===== config.mk =====
export PLATFORM = sky130hd
export DESIGN_NAME = key_press_classifier
export DESIGN_NICKNAME = d
export VERILOG_FILES = /design/src/hdl/kpc_pkg.sv /design/src/hdl/kpc_lane.sv /design/src/hdl/kpc_merge.sv /design/src/hdl/key_press_classifier.sv
export SDC_FILE = /design/constraint.sdc
export NUM_CORES = 1
export LEC_CHECK = 0
export ABC_CLOCK_PERIOD_IN_PS = 3450
export BUFFER_PORTS_ARGS = -buffer_cell sky130_fd_sc_hd__buf_2
export CAP_MARGIN = 40
export CORE_UTILIZATION = 43
export CTS_CLUSTER_SIZE = 12
export DETAILED_ROUTE_END_ITERATION = 8
export PLACE_DENSITY_LB_ADDON = 0.1
export SYNTH_ARGS = -nofsm -noshare
export SYNTH_HDL_FRONTEND = slang
export SYNTH_SLANG_ARGS = --single-unit

===== constraint.sdc =====
create_clock -name clk -period 3.45 [get_ports clk]
set_input_delay 0.5175 -clock clk [delete_from_list [all_inputs] [get_ports clk]]
set_output_delay 0.5175 -clock clk [all_outputs]
set_load 0.01 [all_outputs]

===== src/hdl/kpc_pkg.sv =====
package kpc_pkg;

	localparam int NUM_KEYS  = 2;
	localparam int TICK_W    = 8;
	localparam int COUNT_W   = 3;
	localparam int CFG_IDX_W = 3;
	localparam int CFG_DAT_W = 8;

	localparam logic [TICK_W-1:0]  TICK_MAX  = '1;
	localparam logic [COUNT_W-1:0] COUNT_MAX = '1;

	localparam logic [TICK_W-1:0]  DEBOUNCE_RST = TICK_W'(5);
	localparam logic [TICK_W-1:0]  LONG_RST     = TICK_W'(200);
	localparam logic [TICK_W-1:0]  GAP_RST      = TICK_W'(100);
	localparam logic [COUNT_W-1:0] MULTI_RST    = COUNT_W'(5);

	typedef enum logic [CFG_IDX_W-1:0] {
		CFG_DEBOUNCE = 3'd0,
		CFG_LONG     = 3'd1,
		CFG_GAP      = 3'd2,
		CFG_MULTI    = 3'd3
	} kpc_cfg_idx_t;

	typedef struct packed {
		logic [TICK_W-1:0]  debounce_ticks;
		logic [TICK_W-1:0]  long_ticks;
		logic [TICK_W-1:0]  gap_ticks;
		logic [COUNT_W-1:0] multi_count;
	} kpc_cfg_t;

	typedef struct packed {
		logic short_ev;
		logic long_ev;
		logic multi_ev;
	} kpc_evt_t;

endpackage


===== src/hdl/kpc_lane.sv =====
module kpc_lane (
	input  logic              clk,
	input  logic              arst_n,
	input  logic              step,
	input  logic              key_up,
	input  kpc_pkg::kpc_cfg_t cfg,
	output kpc_pkg::kpc_evt_t evt
);

	logic [kpc_pkg::TICK_W-1:0]  hold_q, hold_d;
	logic [kpc_pkg::TICK_W-1:0]  gap_q, gap_d;
	logic [kpc_pkg::COUNT_W-1:0] count_q, count_d;
	logic                        lock_q, lock_d;
	logic                        armed_q, armed_d;

	always_comb begin
		logic [kpc_pkg::TICK_W-1:0]  gap_inc;
		logic [kpc_pkg::TICK_W-1:0]  hold_inc;
		logic [kpc_pkg::COUNT_W-1:0] cnt_next;

		gap_inc  = (gap_q < kpc_pkg::TICK_MAX) ? gap_q + 1'b1 : gap_q;
		hold_inc = (hold_q < kpc_pkg::TICK_MAX) ? hold_q + 1'b1 : hold_q;
		if (gap_inc < cfg.gap_ticks) begin
			cnt_next = (count_q < kpc_pkg::COUNT_MAX) ? count_q + 1'b1 : count_q;
		end else begin
			cnt_next = kpc_pkg::COUNT_W'(1);
		end

		hold_d  = hold_q;
		gap_d   = gap_inc;
		count_d = count_q;
		lock_d  = lock_q;
		armed_d = armed_q;
		evt     = '0;

		if (key_up) begin
			lock_d = 1'b0;
			hold_d = '0;
			if (armed_q) begin
				if (cnt_next >= cfg.multi_count) begin
					count_d      = '0;
					evt.multi_ev = 1'b1;
				end else begin
					count_d = cnt_next;
				end
				armed_d      = 1'b0;
				evt.short_ev = 1'b1;
				gap_d        = '0;
			end
		end else if (!lock_q) begin
			hold_d = hold_inc;
			if (hold_inc > cfg.debounce_ticks) begin
				armed_d = 1'b1;
			end
			if (hold_inc > cfg.long_ticks) begin
				evt.long_ev = 1'b1;
				armed_d     = 1'b0;
				lock_d      = 1'b1;
			end
		end
	end

	always_ff @(posedge clk or negedge arst_n) begin
		if (!arst_n) begin
			hold_q  <= '0;
			gap_q   <= '0;
			count_q <= '0;
			lock_q  <= 1'b0;
			armed_q <= 1'b0;
		end else if (step) begin
			hold_q  <= hold_d;
			gap_q   <= gap_d;
			count_q <= count_d;
			lock_q  <= lock_d;
			armed_q <= armed_d;
		end
	end

	a_lock_not_armed: assert property (@(posedge clk) disable iff (!arst_n)
		lock_q |-> !armed_q)
		else $error("locked key still holds an armed short press");

	a_release_clears: assert property (@(posedge clk) disable iff (!arst_n)
		(step && key_up) |=> (hold_q == '0) && !lock_q && !armed_q)
		else $error("release did not clear hold state");

	a_short_clears_gap: assert property (@(posedge clk) disable iff (!arst_n)
		(step && evt.short_ev) |=> (gap_q == '0))
		else $error("short press did not restart the gap timer");

endmodule


===== src/hdl/kpc_merge.sv =====
module kpc_merge (
	input  logic                          clk,
	input  logic                          arst_n,
	input  logic                          take,
	input  kpc_pkg::kpc_evt_t             lane_evt [kpc_pkg::NUM_KEYS],
	output logic                          busy,
	output logic                          out_valid,
	input  logic                          out_stall,
	output logic [kpc_pkg::NUM_KEYS-1:0]  short_event,
	output logic [kpc_pkg::NUM_KEYS-1:0]  long_event,
	output logic [kpc_pkg::NUM_KEYS-1:0]  multi_event
);

	logic                         valid_q;
	logic [kpc_pkg::NUM_KEYS-1:0] short_q;
	logic [kpc_pkg::NUM_KEYS-1:0] long_q;
	logic [kpc_pkg::NUM_KEYS-1:0] multi_q;

	always_ff @(posedge clk or negedge arst_n) begin
		if (!arst_n) begin
			valid_q <= 1'b0;
		end else if (take) begin
			valid_q <= 1'b1;
		end else if (!out_stall) begin
			valid_q <= 1'b0;
		end
	end

	always_ff @(posedge clk) begin
		if (take) begin
			for (int k = 0; k < kpc_pkg::NUM_KEYS; k++) begin
				short_q[k] <= lane_evt[k].short_ev;
				long_q[k]  <= lane_evt[k].long_ev;
				multi_q[k] <= lane_evt[k].multi_ev;
			end
		end
	end

	assign busy        = valid_q & out_stall;
	assign out_valid   = valid_q;
	assign short_event = short_q;
	assign long_event  = long_q;
	assign multi_event = multi_q;

	a_take_sets_valid: assert property (@(posedge clk) disable iff (!arst_n)
		take |=> valid_q)
		else $error("accepted tick produced no result");

	a_no_take_while_busy: assert property (@(posedge clk) disable iff (!arst_n)
		busy |-> !take)
		else $error("tick accepted over a waiting result");

	a_multi_has_short: assert property (@(posedge clk) disable iff (!arst_n)
		valid_q |-> ((multi_q & ~short_q) == '0))
		else $error("multi-press without a short press");

	a_short_long_apart: assert property (@(posedge clk) disable iff (!arst_n)
		valid_q |-> ((short_q & long_q) == '0))
		else $error("short and long press on one key in one tick");

endmodule


===== src/hdl/key_press_classifier.sv =====
// Channel   Direction  Handshake              Payload
// in        input      in_valid / in_stall    key_released
// out       output     out_valid / out_stall  short_event, long_event, multi_event
// cfg       input      cfg_valid / cfg_ready  cfg_index, cfg_data
//
// Each key has its own lane that updates its timers in the cycle a tick is accepted.
// One tick per cycle is taken while in_stall is low; the result appears in the output register in the next cycle.
// The output register holds one result, so a tick is refused only while it is full and stalled.
// Reset loads the register defaults and clears all key state; cfg_ready is always high.
module key_press_classifier (
	input  logic                                 clk,
	input  logic                                 arst_n,
	input  logic                                 in_valid,
	output logic                                 in_stall,
	input  logic [kpc_pkg::NUM_KEYS-1:0]         key_released,
	output logic                                 out_valid,
	input  logic                                 out_stall,
	output logic [kpc_pkg::NUM_KEYS-1:0]         short_event,
	output logic [kpc_pkg::NUM_KEYS-1:0]         long_event,
	output logic [kpc_pkg::NUM_KEYS-1:0]         multi_event,
	input  logic                                 cfg_valid,
	output logic                                 cfg_ready,
	input  logic [kpc_pkg::CFG_IDX_W-1:0]        cfg_index,
	input  logic [kpc_pkg::CFG_DAT_W-1:0]        cfg_data
);

	kpc_pkg::kpc_cfg_t cfg_q;
	kpc_pkg::kpc_evt_t lane_evt [kpc_pkg::NUM_KEYS];
	logic              take;
	logic              busy;

	assign cfg_ready = 1'b1;
	assign in_stall  = busy;
	assign take      = in_valid & ~busy;

	always_ff @(posedge clk or negedge arst_n) begin
		if (!arst_n) begin
			cfg_q.debounce_ticks <= kpc_pkg::DEBOUNCE_RST;
			cfg_q.long_ticks     <= kpc_pkg::LONG_RST;
			cfg_q.gap_ticks      <= kpc_pkg::GAP_RST;
			cfg_q.multi_count    <= kpc_pkg::MULTI_RST;
		end else if (cfg_valid && cfg_ready) begin
			case (cfg_index)
				kpc_pkg::CFG_DEBOUNCE: cfg_q.debounce_ticks <= cfg_data;
				kpc_pkg::CFG_LONG:     cfg_q.long_ticks     <= cfg_data;
				kpc_pkg::CFG_GAP:      cfg_q.gap_ticks      <= cfg_data;
				kpc_pkg::CFG_MULTI:    cfg_q.multi_count    <= cfg_data[kpc_pkg::COUNT_W-1:0];
				default: begin
				end
			endcase
		end
	end

	for (genvar k = 0; k < kpc_pkg::NUM_KEYS; k++) begin : g_lane
		kpc_lane u_lane (
			.clk    (clk),
			.arst_n (arst_n),
			.step   (take),
			.key_up (key_released[k]),
			.cfg    (cfg_q),
			.evt    (lane_evt[k])
		);
	end

	kpc_merge u_merge (
		.clk         (clk),
		.arst_n      (arst_n),
		.take        (take),
		.lane_evt    (lane_evt),
		.busy        (busy),
		.out_valid   (out_valid),
		.out_stall   (out_stall),
		.short_event (short_event),
		.long_event  (long_event),
		.multi_event (multi_event)
	);

	a_stall_only_full: assert property (@(posedge clk) disable iff (!arst_n)
		in_stall |-> out_valid && out_stall)
		else $error("input stalled while output can move");

	a_free_flow: assert property (@(posedge clk) disable iff (!arst_n)
		(in_valid && !in_stall) |=> out_valid)
		else $error("accepted tick did not reach the output");

	a_hold_result: assert property (@(posedge clk) disable iff (!arst_n)
		(out_valid && out_stall) |=> out_valid && $stable(short_event)
			&& $stable(long_event) && $stable(multi_event))
		else $error("stalled result changed");

endmodule


# Yosys cells after proc, flatten, opt, wreduce, memory -nomap -nowiden
# Index checks and enable logic that the tools add are counted.
dict set report op_classes {
  reduce_logical 17
  addsub 6
  n_bitwise 3
  order_cmp 14
  n_eq_ne 6
  mux 38
}
# cell count
set ops {}
lappend ops {{8-bit two-way mux} 12}
lappend ops {{8-bit by 1-bit adder with 8-bit output (second input constant)} 4}
lappend ops {{8-bit greater-than comparator} 4}
lappend ops {{8-bit < comparator (second input constant)} 4}
lappend ops {{1-bit two-way mux} 20}
lappend ops {{3-bit two-way mux} 6}
lappend ops {{8-bit < comparator} 2}
lappend ops {{2-bit AND reduction} 8}
lappend ops {{3-bit AND reduction} 4}
lappend ops {{3-bit by 1-bit adder with 3-bit output (second input constant)} 2}
lappend ops {{3-bit by 2-bit == test with 1-bit output (second input constant)} 2}
lappend ops {{3-bit greater-or-equal comparator} 2}
lappend ops {{3-bit < comparator (second input constant)} 2}
lappend ops {{3-bit nonzero test} 2}
lappend ops {{2-bit inequality test (second input constant)} 2}
lappend ops {{2-bit OR reduction} 2}
lappend ops {{3-bit by 1-bit == test with 1-bit output (second input constant)} 1}
lappend ops {{3-bit logical NOT} 1}
lappend ops {{1-bit bitwise AND} 2}
lappend ops {{2-bit by 1-bit inequality test with 1-bit output (second input constant)} 1}
lappend ops {{1-bit inverter} 1}
dict set report totals {
  wordCells 105
  inputBits 18
  regBits 76
}

# Logic depth before layout (Yosys ltp)
# Gate-level depths: netlist of the first run.
dict set report logic_depth {
  ltp_word 7
  depth_mapped 17
}

# By module
# From an unflattened synthesis of the first run, not the netlist that was laid out.
dict set report hier_totals {
  hier_cells 583
  area_unflattened_um2 5373.9
}
# module instances cells_per_inst seq_area_each_um2 area_per_inst_um2
set by_module_without_submodules {}
lappend by_module_without_submodules {{kpc_lane at g_lane[1].u_lane} 1 256 525.5 2040.7}
lappend by_module_without_submodules {{kpc_lane at g_lane[0].u_lane} 1 255 525.5 2037.0}
lappend by_module_without_submodules {key_press_classifier 1 63 688.2 1077.3}
lappend by_module_without_submodules {kpc_merge 1 9 205.2 219.0}

# Worst setup path before layout of the first run
# OpenSTA, ideal clock, no wires.
dict set report synth_path {
  path_type {reg-to-reg}
  from {register g_lane[1].u_lane.gap_q[0] in the netlist's numbering}
  to {register g_lane[1].u_lane.count_q[1] in the netlist's numbering}
  t_arrival_ps 3391
  required_ps 3355
  setup_time_ps 95
  path_buffers 1
  setup_slack_ps -36
  path_stages_with_launch 18
  synth_period_minus_slack_ps 3486
  cell_sequence {dfrtp_1 > ha_1 > nand4_1 > or2_2 > buf_2 > nand3_1 > o21a_1 > ha_1 > a211oi_1 > nor2_1 > a211o_1 > nor3_1 > ha_1 > nand2b_1 > a21o_1 > a21oi_1 > nand3_1 > o31ai_1}
}
dict set report synth_via {
  elab_chain_cells 6
  word_cells_on_any_way 7
  cone_classes {add/sub (1); order compare (3); mux (3)}
}
# element line
set synth_rtl {}
lappend synth_rtl {{start: declaration} kpc_lane.sv:11} ;# logic [kpc_pkg::TICK_W-1:0] gap_q, gap_d;
lappend synth_rtl {{start signal: assignment} kpc_lane.sv:72} ;# gap_q <= gap_d;
lappend synth_rtl {{8-bit by 1-bit adder with 8-bit output / 8-bit < comparator (equally long branches)} kpc_lane.sv:21} ;# gap_inc = (gap_q < kpc_pkg::TICK_MAX) ? gap_q + 1'b1 : gap_q;
lappend synth_rtl {{8-bit two-way mux *} kpc_lane.sv:21}
lappend synth_rtl {{8-bit < comparator *} kpc_lane.sv:23} ;# if (gap_inc < cfg.gap_ticks) begin
lappend synth_rtl {{3-bit two-way mux *} kpc_lane.sv:23}
lappend synth_rtl {{3-bit greater-or-equal comparator} kpc_lane.sv:40} ;# if (cnt_next >= cfg.multi_count) begin
lappend synth_rtl {{3-bit two-way mux *} kpc_lane.sv:40}
lappend synth_rtl {{end signal: assignment} kpc_lane.sv:73} ;# count_q <= count_d;
lappend synth_rtl {{end: declaration} kpc_lane.sv:12} ;# logic [kpc_pkg::COUNT_W-1:0] count_q, count_d;
# Every way passes the cells marked *; elsewhere a longest branch is shown, timed or not.
# A chain may end at the register's enable or synchronous reset.

# Worst setup path in the final report of the first run
dict set report layout_path {
  from {register g_lane[0].u_lane.gap_q[0] in the netlist's numbering}
  to {register g_lane[0].u_lane.count_q[1] in the netlist's numbering}
}
dict set report layout_via {
  elab_chain_cells 6
  word_cells_on_any_way 7
  cone_classes {add/sub (1); order compare (3); mux (3)}
}
# element line
set layout_rtl {}
lappend layout_rtl {{start: declaration} kpc_lane.sv:11}
lappend layout_rtl {{start signal: assignment} kpc_lane.sv:72}
lappend layout_rtl {{8-bit by 1-bit adder with 8-bit output / 8-bit < comparator (equally long branches)} kpc_lane.sv:21}
lappend layout_rtl {{8-bit two-way mux *} kpc_lane.sv:21}
lappend layout_rtl {{8-bit < comparator *} kpc_lane.sv:23}
lappend layout_rtl {{3-bit two-way mux *} kpc_lane.sv:23}
lappend layout_rtl {{3-bit greater-or-equal comparator} kpc_lane.sv:40}
lappend layout_rtl {{3-bit two-way mux *} kpc_lane.sv:40}
lappend layout_rtl {{end signal: assignment} kpc_lane.sv:73}
lappend layout_rtl {{end: declaration} kpc_lane.sv:12}
# Marks and branches as above.

==> results of run 1 <==
## per-layer routing
metal | track usage | vias to the layer above | part of all wire
met2 | 0.3433 | 103 | 0.48
met4 | 0.07748 | 0 | 0.022
met1 | 0.2824 | 2125 | 0.46
li1 | - | 2211 | -
met5 | 0 | - | 0
met3 | 0.04319 | 26 | 0.036
## power groups by stage
stage                     Combinational [mW]  Sequential [mW]  Clock [mW]
after floorplan                         1.03             1.25           0
after global placement                  1.37             1.30           0
after detailed placement                1.40             1.30           0
after CTS                               1.44             1.28       0.881
after global routing                    1.83             1.32       0.916
final                                   1.60             1.29       0.850
## final timing paths
| path | from | end | slack (ps) | cells past startpoint |
|---|---|---|---|---|
| setup / recovery | g_lane[0].u_lane.gap_q[0]$_DFFE_PN0P_ | g_lane[0].u_lane.count_q[1]$_DFFE_PN0P_ | 30 | 15 |
| hold / removal | arst_n | g_lane[1].u_lane.count_q[1]$_DFFE_PN0P_ | 120 | 2 |
| setup reg to reg | g_lane[0].u_lane.gap_q[0]$_DFFE_PN0P_ | g_lane[0].u_lane.count_q[1]$_DFFE_PN0P_ | 30 | 15 |
| hold reg to reg | cfg_q[1]$_DFFE_PN0P_ | cfg_q[1]$_DFFE_PN0P_ | 510 | 1 |
| max in group asynchronous | arst_n | cfg_q[14]$_DFFE_PN1P_ | 2720 | 3 |
| min in group clk | in_valid | u_merge.out_valid$_DFFE_PN0P_ | 370 | 2 |
## kinds of logic (layout without fill, tap and decap cells)
kind of cell / after synthesis / count (layout)
other cells: 1 / 1
buf+inv: 56 / 113
fa+ha+maj: 58 / 58
flops: 76 / 76
xor+xnor: 14 / 14
simple gates: 209 / 209
compound gates: 158 / 158
mux: 12 / 12
## cell type report
class / count / area [um2]
Inverter: 36 / 135.1
Tap cell: 143 / 178.9
Clock inverter: 4 / 16.27
Multi-Input combinational cell: 452 / 3158
Timing Repair Buffer: 61 / 422.9
Fill cell: 1073 / 5424
Clock buffer: 12 / 236.5
Sequential cell: 76 / 1944
## repair_timing
action / in CTS / in global routing
endpoints found under the setup margin: 7 / 8
hold endpoints to repair: 0 / 0
pin swaps: 1 / 39
buffers inserted: 1 / 8
resized for setup: 8 / 38
## per-stage QoR
step	cell area (um2)	hold WS, ps	utilization	setup WS [ps]	setup TNS (ps)
2_1_floorplan	5131	221.9	-	-3.672	-3.672
3_3_place_gp	5543	490.3	0.4813	6.928	0
3_5_place_dp	5570	487.7	0.4837	-44.38	-115.7
4_1_cts	5864	120.9	0.5092	7.138	0
5_1_grt	6092	137.8	0.5290	-112.0	-399.9
6_report	6092	121.0	0.5290	32.89	0
## registers in the layout, indices dropped and copies added, names as in the netlist
name	cells
g_lane.u_lane.armed_q	2
u_merge.short_event	2
cfg_q	27
u_merge.multi_event	2
g_lane.u_lane.gap_q	16
u_merge.long_event	2
g_lane.u_lane.count_q	6
g_lane.u_lane.lock_q	2
u_merge.out_valid	1
g_lane.u_lane.hold_q	16
## placed cells by master (no fill, tap or decap), types with 7 or more instances in the layout
| cell | Yosys | layout |
|---|---|---|
| a21o_1 | 10 | 10 |
| a21oi_1 | 39 | 34 |
| a22o_1 | 8 | 8 |
| a31oi_1 | 15 | 14 |
| and2_1 | 8 | 7 |
| and3_1 | 14 | 8 |
| buf_2 | 5 | 25 |
| buf_4 | 1 | 33 |
| clkbuf_16 | 0 | 9 |
| dfrtp_1 | 60 | 60 |
| dfstp_2 | 10 | 10 |
| ha_1 | 58 | 52 |
| inv_1 | 35 | 35 |
| mux2_2 | 8 | 8 |
| nand2_1 | 82 | 80 |
| nand2b_1 | 8 | 8 |
| nand3_1 | 22 | 21 |
| nand4_1 | 11 | 11 |
| nor2_1 | 37 | 33 |
| nor3_1 | 9 | 7 |
| o21ai_0 | 46 | 42 |
| o21ai_1 | 4 | 7 |
==> impl_results.md, run 1 <==
- Largest net degree at the start of global routing: 57
- Final Slew Violations: 0
- Most common cell in the synthesized netlist: nand2_1
- Pint: 2.337 mW
- Clk sinks: 76
- Largest cells by area after synthesis: dfrtp_1 (29%), ha_1 (14%), nand2_1 (6.0%)
- Failing checks: design-rule violations
- Netlist cell types: 55
- Async SR Flop Fraction: 0.9211
- Rows: 39
- Post-synth top flop: dfrtp_1
- DR vias/cell: 5.695
- Psw: roughly 1.4 mW
- # port buffers: 25
- Top cell type's share of synthesized area: 0.2930
- H-tree Lvls: 3
- Max Fanout on Critical Path: 4
- Unrepaired setup endpoints after global routing: true
- Clk network pwr share: 0.227
- Initial antenna violation count: 0
- Synthesized area: 5125 um2
- Arrival time worst endpoint: 3670 ps
- GR Overflow Total: 0
- Total wire length: around 13000 um
- Area Growth Syn to Fin: 18.87%
- Worst Path Required: roughly 3700 ps
- Period utilization: 0.9905
- Cells after Synth: 584
- CTS tree: yes
- Setup Skew: between 4 and 5 ps
- Dpl hpwl: 9173 um
- Status: complete, but fails checks
- First-pass iteration count of the detailed router: 6
- Initial DRC count: 258
- Vias in the first global route: 4214
- F_max: 0.2926 GHz
- Syn. warnings: 0
- Num ports: 27
- Buf+Inv Stages, Crit Path: 0
- Post-Synth Adder-Cell Area: 0.1416
- WL per Instance: 16.28 um
- Synth Register Bits: 76
- Post-Syn Area per Cell: 8.776 um2
- Final GP Congestion: 0.8789
- Synth Area in Compound Gates: 0.1938
- Layout Nets: 712
- GR Util All Layers: 0.2130
- Final setup vio count: 0
- Worst-margin pin slew: 792.5 ps
- Post-synth EDFFs: 6
- DRC violations left: 4
- Crit path launch type: register
- Max incr delay on CP: roughly 400 ps
- Crit. End Element: register
- Horiz. Die Dim: approximately 110 um
- Via Count: between 4000 and 5000
- Worst vdd ir: 290.7 uV
- Clock buffer depth: 2
- Top cells by count, synth: nand2_1 (82), dfrtp_1 (60), ha_1 (58)
- Sequential area share after synthesis: 0.3794
- Die footprint: about 12000 um2
- Relative slew slack: 0.4697
- Post-synthesis net count: 660
- Reg clk slew, reported paths: 60 ps
- Power Density: 614.6 nW/um2
- Final hold viol count: 0
- Post-route insts no fill: 784
- Comb pwr share: 0.428
- Placed Instances: 759
- Fraction of layout cells with a size suffix above 1: 0.2106
- Seq pwr share: 0.345
- Simple-Gate Fraction of Synth Area: 0.1919
- Critical path type: reg -> reg
- Pwr Total: 3.744 mW
- Final ANT Viol Nets: 0
- Leakage: 2.835 nW
- Max Cap Viol: 0
- Multiplexer share of the synthesized area: 0.02539
- Ant diodes: 0
- Sw frac: 0.3759
- Cts bufs inserted: 9
- Die height: between 100 and 150 um
- Initial Util: 0.4450
- Clock tree root buffer cell: clkbuf_16
- Global-route wire length before repair: 20780 um
- CP Cell Sequence: nand4_1 -> nor2_2 -> and3_4 -> xnor2_2 -> nand2_2 -> ha_4 -> and4_1 -> a211o_1 -> or2_4 -> nor2_4 -> ha_1 -> a21o_1 -> a21oi_2 -> nand3_1 -> o31ai_1
- Worst skew pair latency: 340 ps
- Cts hold-fix bufs: 0
- Critical path's top delay family: simple AND/OR/NAND/NOR gates
- Minimum clock period: 3417 ps
- Cell taking the most area after synthesis: dfrtp_1
- Highest-delay cell along the critical path: dfrtp_1
- Synth Area in XOR/XNOR: 0.02393
- Placeable core area: 11520 um2
- Worst Hold Class: in -> async
- Largest family of logic cells by synthesized area: compound AO/OA/AOI/OAI gates
Power figures use the tool's default switching activity.
==> run 2: changes to the inputs <==
==> constraint.sdc (replaced) <==
create_clock -name clk -period 3.45 [get_ports clk]
set_input_delay 0.345 -clock clk [delete_from_list [all_inputs] [get_ports clk]]
set_output_delay 0.345 -clock clk [all_outputs]
set_load 0.01 [all_outputs]
==> impl_results.md, run 2 (synthesized netlist as in run 1, its figures left out) <==
- CTS tree: yes
- GR Util All Layers: 0.2125
- Final Slew Violations: 0
- CP Launch Point: g_lane[0].u_lane.gap_q[1]$_DFFE_PN0P_
- Critical R2R Launch: g_lane[0].u_lane.gap_q[1]$_DFFE_PN0P_
- Leading cell type in the layout, fill and taps excluded: nand2_1
- Die height: between 100 and 150 um
- Leakage: 2.866 nW
- Via Count: about 4400
- Core Util, Final: 0.5378
- Buf+Inv Stages, Crit Path: 1
- Multi-input logic area: 3229 um2
- Worst hold stages: 2
- Reg2reg setup slack: approximately 46 ps
- Max Fanout on Critical Path: 4
- H-tree Lvls: 3
- Fraction of layout cells with a size suffix above 1: 0.2309
- WL per Instance: 16.25 um
- Initial antenna violation count: 0
- Largest regs: cfg_q: 27 flops, g_lane.u_lane.gap_q: 16 flops, g_lane.u_lane.hold_q: 16 flops
- Vias in the first global route: 4248
- GR Overflow Total: 0
- Unrepaired setup endpoints after global routing: true
- Final GP Congestion: 0.8668
- Largest net degree at the start of global routing: 33
- Crit. End Element: register
- Placed instance area: 5535 um2
- Relative slew slack: 0.4633
- CP most frequent cell: nor2_2
- Clock buffer depth: 2
- Reg clk slew, reported paths: 60 ps
- Worst vdd ir: approximately 360 uV
- Placeable core area: 11520 um2
- Layout Nets: between 700 and 800
- Area Growth Syn to Fin: 20.85%
- Arrival time worst endpoint: 3500 ps
- Clk sinks: 76
- Ant diodes: 0
- Register area: 1944 um2
- GR peak layer: met2
- Status: complete, but fails checks
- Post-route cell area: 6193 um2
- Initial DRC count: 195
- First-pass iteration count of the detailed router: 6
- Register-to-Register Path Depth: 16
- Max FFs per register: 27
- Global-route wire length before repair: 20780 um
- Power Density: 632.4 nW/um2
- # port buffers: 25
- Final ANT Viol Nets: 0
- Final setup vio count: 0
- DR vias/cell: 5.667
- Max Cap Viol: 0
- Setup Skew: 8.803 ps
- Period utilization: 0.9868
- Critical path's top delay family: simple AND/OR/NAND/NOR gates
- Final hold slack: 202.8 ps
- Failing checks: design-rule violations
- Met2 usage: 0.3554
- WHS Endpoint: u_merge.out_valid$_DFFE_PN0P_
- Worst Hold Class: in -> reg
- Horiz. Die Dim: 111.2 um
- Fill cell instance count of the final layout: 1049
- Worst Path Required: 3540 ps
- Final hold viol count: 0
- Pre-CTS setup slack: -73.11 ps
- Initial Util: 0.4450
- Minimum clock period: 3404 ps
- Rows: 39
- GR Util met1: 0.2801
- Worst skew pair latency: 350 ps
- DRC violations left: 4
- Worst-margin pin slew: approximately 800 ps
- Commonest cells after routing, fill and taps aside: nand2_1 (81), dfrtp_1 (60), ha_1 (51)
- Biggest register: cfg_q
- F_max: ~0.29 GHz
- PnR worst setup slack: between 40 and 50 ps
- Cts bufs inserted: 9
- Pwr Total: between 3 and 4 mW
- Dpl hpwl: approximately 9100 um
- Clock tree root buffer cell: clkbuf_16
- Num ports: 27
- Max incr delay on CP: 420 ps
- Critical path type: reg -> reg
- Met3 Use GR: 0.03116
- Crit path launch type: register
- HP Start: in_valid
- Total wire length: 12740 um
- Highest-delay cell along the critical path: dfrtp_1
- FF-to-FF End: u_merge.multi_event[0]$_SDFFCE_PN0P_
- CP Cell Sequence: ha_2 -> and3_4 -> nand3_2 -> nor2_2 -> mux2i_2 -> ha_4 -> and4_1 -> nand4_1 -> a211oi_2 -> nor3_2 -> ha_1 -> nand2b_4 -> a21o_1 -> a21oi_2 -> buf_4 -> nor2_2
- Die footprint: 12360 um2
-- run 2: worst max-delay path by stage --
stage / endpoint / cells after the start / slack (ps)
2_1_floorplan: g_lane[1].u_lane.count_q[1]$_DFFE_PN0P_ / 17 / -4
3_3_place_gp: g_lane[0].u_lane.count_q[1]$_DFFE_PN0P_ / 15 / -40
3_5_place_dp: g_lane[0].u_lane.count_q[1]$_DFFE_PN0P_ / 15 / -70
4_1_cts: g_lane[0].u_lane.count_q[1]$_DFFE_PN0P_ / 15 / 10
5_1_grt: u_merge.multi_event[0]$_SDFFCE_PN0P_ / 16 / -110
6_report: u_merge.multi_event[0]$_SDFFCE_PN0P_ / 16 / 50
-- run 2: metrics by stage --
step	std cells	setup TNS, ps
5_1_grt	784	-558.3
3_3_place_gp	757	-60.87
4_1_cts	777	0
6_report	784	0
3_5_place_dp	757	-188.0
2_1_floorplan	584	-3.672
-- run 2: metal layers --
layer,part of all wire,up-vias
met2,0.49,89
met3,0.030,22
met5,0,-
met4,0.020,0
met1,0.46,2119
li1,-,2213
-- run 2: cell type report --
type	count	share of cell area
Tap cell	143	0.02889
Clock inverter	4	0.007677
Sequential cell	76	0.3139
Multi-Input combinational cell	452	0.5214
Inverter	36	0.02182
Timing Repair Buffer	61	0.06485
Clock buffer	12	0.04141
-- run 2: timing repair --
action / CTS / global route
hold buffers: 1 / 0
cloned: 0 / 0
pin swaps: 2 / 34
setup endpoints to repair: 6 / 8
endpoints found under the hold margin: 20 / 0
buffers inserted: 3 / 7
gates resized for setup: 7 / 48
-- run 2: power breakdown --
part	switching, mW	total, mW	internal [mW]
clock	0.397	0.995	0.598
combinational	0.858	1.62	0.760
sequential	0.195	1.30	1.11
